**config.mk**
```make
export PLATFORM = sky130hd
export DESIGN_NAME = ida_ctrl
export DESIGN_NICKNAME = d
export VERILOG_FILES = /design/src/sv/ida_pkg.sv /design/src/sv/ida_ctrl.sv
export SDC_FILE = /design/constraint.sdc
export NUM_CORES = 1
export LEC_CHECK = 0
export BUFFER_PORTS_ARGS = -buffer_cell sky130_fd_sc_hd__buf_2
export CAP_MARGIN = 20
export CORE_AREA = 2 2 39 41
export CTS_BUF_LIST = sky130_fd_sc_hd__clkbuf_4 sky130_fd_sc_hd__clkbuf_8
export DETAILED_ROUTE_END_ITERATION = 6
export DIE_AREA = 0 0 41 43
export HOLD_SLACK_MARGIN = 0.06
export SYNTH_ARGS = -nofsm -noshare
export SYNTH_HDL_FRONTEND = slang
export SYNTH_SLANG_ARGS = --single-unit
```
**constraint.sdc**
```tcl
create_clock -name clk -period 1 [get_ports clk]
set_input_delay 0.05 -clock clk [delete_from_list [all_inputs] [get_ports clk]]
set_output_delay 0.05 -clock clk [all_outputs]
set_load 0.02 [all_outputs]
```
**src/sv/ida_pkg.sv**
```systemverilog
// shared types, codes and defaults for the id slot allocator
package ida_pkg;

    // default sizes
    localparam int CAPACITY_DEF    = 1024;
    localparam int FREE_DEPTH_DEF  = 128;
    localparam int HANDLE_BITS_DEF = 32;

    // field widths of the request and result items
    localparam int FUNC_W         = 2;
    localparam int ID_FIELD_W     = 10;
    localparam int HANDLE_FIELD_W = 32;
    localparam int STATUS_W       = 2;
    localparam int CNT_FIELD_W    = 11;
    localparam int CFG_W          = 8;

    // bitmap word size ceiling
    localparam int WORD_BITS_MAX = 32;

    // max_free_ids after reset
    localparam logic [CFG_W-1:0] DEFAULT_MAX_FREE = 8'd100;

    // operation codes
    localparam logic [FUNC_W-1:0] FUNC_ADD    = 2'd0;
    localparam logic [FUNC_W-1:0] FUNC_REMOVE = 2'd1;
    localparam logic [FUNC_W-1:0] FUNC_FIND   = 2'd2;

    // status codes
    localparam logic [STATUS_W-1:0] STATUS_OK    = 2'd0;
    localparam logic [STATUS_W-1:0] STATUS_RANGE = 2'd1;
    localparam logic [STATUS_W-1:0] STATUS_FULL  = 2'd2;

    typedef struct packed {
        logic [FUNC_W-1:0]         func;
        logic [ID_FIELD_W-1:0]     slot_id;
        logic [HANDLE_FIELD_W-1:0] object_handle;
    } ida_req_t;

    typedef struct packed {
        logic [ID_FIELD_W-1:0]     result_id;
        logic [HANDLE_FIELD_W-1:0] result_handle;
        logic                      found;
        logic [STATUS_W-1:0]       status;
        logic [CNT_FIELD_W-1:0]    occupied_count;
    } ida_rsp_t;

    // controller state
    typedef enum logic {
        ST_IDLE,
        ST_EXEC
    } ida_state_t;

    // how the current request is carried out
    typedef enum logic [2:0] {
        MODE_FREE,
        MODE_EMPTY,
        MODE_APPEND,
        MODE_FULL,
        MODE_REMOVE,
        MODE_FIND,
        MODE_RANGE,
        MODE_NOP
    } ida_mode_t;

    // controller to datapath
    typedef struct packed {
        logic accept;
        logic step;
        logic commit;
    } ida_cmd_t;

    // datapath to controller
    typedef struct packed {
        logic scan;
        logic hit;
    } ida_sts_t;

endpackage

```
**src/sv/ida_ctrl.sv**
```systemverilog
// controller state machine for the id slot allocator
module ida_ctrl
    import ida_pkg::*;
(
    input  logic     clk,
    input  logic     rst_n,
    input  logic     req_valid,
    output logic     req_stall,
    output logic     rsp_valid,
    input  logic     rsp_stall,
    input  ida_sts_t sts,
    output ida_cmd_t cmd
);

    ida_state_t state_reg;
    ida_state_t state_next;
    logic       rsp_valid_reg;
    logic       rsp_valid_next;

    // state and result valid registers
    always_ff @(posedge clk or negedge rst_n)
    begin
        if (!rst_n)
        begin
            state_reg     <= ST_IDLE;
            rsp_valid_reg <= 1'b0;
        end
        else
        begin
            state_reg     <= state_next;
            rsp_valid_reg <= rsp_valid_next;
        end
    end

    // next state and commands
    always_comb
    begin
        state_next = state_reg;
        cmd        = '0;
        case (state_reg)
            ST_IDLE:
            begin
                if (req_valid)
                begin
                    cmd.accept = 1'b1;
                    state_next = ST_EXEC;
                end
            end
            ST_EXEC:
            begin
                // keep walking bitmap words until the search hits
                if (sts.scan && !sts.hit)
                begin
                    cmd.step = 1'b1;
                end
                else if (!(rsp_valid_reg && rsp_stall))
                begin
                    cmd.commit = 1'b1;
                    state_next = ST_IDLE;
                end
            end
            default:
            begin
                state_next = ST_IDLE;
            end
        endcase
    end

    // result held until taken
    assign rsp_valid_next = cmd.commit | (rsp_valid_reg & rsp_stall);

    assign req_stall = (state_reg != ST_IDLE);
    assign rsp_valid = rsp_valid_reg;

endmodule

```
==> results.ini <==
[status]
run_status = finished with violations
violations = negative setup slack

[cells_and_area]
seq_area_um2 = 51.3
final_cells = 44
multi_input_area_um2 = 57.6
fillCellCount = 167
diodes = 0
layout-drive-gt1-share = 0.714
nets = 36
design_area_um2 = 259
area_growth_pct = 138

[die]
die_w_um = 41
die_area_mm2 = 0.00176
num_rows = 14
io-pin-count = 11
initial_core_util = 0.0787
coreArea_mm2 = 0.00138
die_h_um = 43

[sta]
slew_viol_final = 0
rsz0062_at_grt = yes
max_freq_mhz = 970
layout_min_cycle_time_ns = 1.03
finClkSkew_ns = 0.000770
final.setup.worst_slack_ns = -0.0309
fin_hold_ws_ns = 0.0959
hold_viol = 0
finalSetupViolations = 1
fin_crit_sh = 1.03
finalSetupTns_ns = -0.0309
relSlewSlack = 0.913
worstMarginPinSlew_ns = 0.129

[routing]
dr_total_vias = 149
drc = 0
via_per_inst = 3.39
totalWireLength_um = 370
ant_nets = 0
wl_per_cell_um = 8.41
dr.pass1.iters = 1
drtIter0Drc = 0

[yosys]
synth_area_leader_cell = dfrtp_1
synth_fa_ha_area_frac = 0
synthDistinctLibCells = 9
synth_top_family_by_area = simple AND/OR/NAND/NOR gates
synth_simple_gate_area_frac = 0.368
syn_avg_cell_area_um2 = 9.90
syn_inst = 11
dominantRegCellSynth = dfrtp_1
synth_compound_area_frac = 0.138
yosysSeqAreaShare = 0.460
synthesis.nets = 17
synth_top_area_frac = 0.460
synthXorXnorAreaFrac = 0
synth-seq-cells = 2
synth_warnings = 0
synth.area.mux_share = 0
netlist_top_cells_count = 2 x dfrtp_1, 2 x nor2_1
synthArstFlopShare = 1.00
netlist_area_um2 = 109
synth_edf_count = 0
synth_top_cells_by_area = dfrtp_1 46%, nand2b_4 13%, a22o_1 8.0%

[global_route]
grt_pass1_wl_um = 586
grt_usage = 0.0582
grt_overflow_total = 0
grt_max_degree = 7
antenna_found_initial = 0
grt_pass1_vias = 176

[place]
placedInstanceArea_um2 = 179
dpl.hpwl_um = 238
dp_worst_setup_slack_ns = 0.174
gp_congestion = 0.429
io_buffers = 10
place_inst = 37

[run]
maxCapViolations = 0

[worst_hold_path]
min_path_type = input pin to flip-flop
min_path_cells = 3

[clock_tree]
ctsRootBufferMaster = clkbuf_4
clkTransAtPathRegs_ns = 0.03
clk_latency_ns = 0.22
htreeDepth = 1
clkSinkCount = 2
cts_tree = done
numCtsBuffers = 3
clock_path_buffers = 2

[critical_path]
crit_required_ns = 0.95
critPathMaxFanout = 6
startpoint_type = flip-flop
r2r_cells = 2
cp-end-kind = output port
path_class = flip-flop to output port
critPathArrivalTime_ns = 0.98

[power_and_ir_drop]
power_density_mw_per_mm2 = 2530
p_leak_uw = 0.000137
ir_drop_mv = 0.331

[path summary, 6_finish.rpt]
path | start | to | slack (ns)
worst max-delay path | req_stall$_DFF_PN0_ | cmd[2] | -0.03
worst min-delay path | req_valid | req_stall$_DFF_PN0_ | 0.1
worst max register to register | req_stall$_DFF_PN0_ | rsp_valid$_DFF_PN0_ | 0.13
worst min register to register | req_stall$_DFF_PN0_ | req_stall$_DFF_PN0_ | 0.52
max in group asynchronous | rst_n | req_stall$_DFF_PN0_ | 0.76
min in group asynchronous | rst_n | req_stall$_DFF_PN0_ | 0.14
[layout make-up]
cell class | instances | area share
Clock buffer | 3 | 0.0870
Inverter | 1 | 0.0145
Multi-Input combinational cell | 8 | 0.222
Sequential cell | 2 | 0.198
Tap cell | 16 | 0.0773
Timing Repair Buffer | 14 | 0.401
[metal layers]
layer | wire, µm | part of all wire | up-vias | GRT usage
met3 | 32 | 0.086 | 0 | 0.0314
met5 | 0 | 0 | - | 0
li1 | - | - | 73 | -
met2 | 226 | 0.61 | 6 | 0.0969
met4 | 0 | 0 | 0 | 0.0800
met1 | 111 | 0.30 | 70 | 0.0289
[critical path, stage by stage (launching register included)]
cell and delay (ns):
dfrtp_2 0.43, and2b_2 0.22, buf_6 0.11
[through the flow]
step                      total power, µW   util
after floorplan                       277      -
after global placement                354  0.129
after detailed placement              355  0.129
after CTS                             637  0.180
after global routing                  708  0.187
final                                 656  0.187
[what timing repair did]
| item | 4_1_cts | 5_1_grt |
|---|---|---|
| hold buffers | 1 | 0 |
| gates cloned | 0 | 0 |
| setup endpoints to repair | 3 | 4 |
| hold endpoints to repair | 2 | 0 |
| gates resized for setup | 5 | 4 |
| setup buffers | 3 | 0 |
| pin swaps | 2 | 1 |
[where the power goes]
part / leakage [µW] / internal [µW] / total, µW / switching [µW]
combinational: 0.000101 / 180 / 329 / 148
clock: 0.0000138 / 132 / 179 / 46.5
sequential: 0.0000217 / 115 / 148 / 33.4
[cells in the final DEF (no fill, tap or decap)]
cell type      count
nor2_1             2
buf_2              6
and2b_2            1
inv_1              1
buf_4              4
and3_1             1
clkbuf_4           3
dfrtp_1            1
a22o_1             1
dfrtp_2            1
nand2_2            1
nand2b_4           1
a31oi_1            1
buf_6              3
dlygate4sd3_1      1
[cell families (layout without fill, tap and decap cells)]
group                  after synthesis  in the layout
buffers and inverters                1             18
flip-flops                           2              2
AO/OA/AOI/OAI                        2              2
AND/OR/NAND/NOR                      6              6
(Power assumes the default switching activity.)
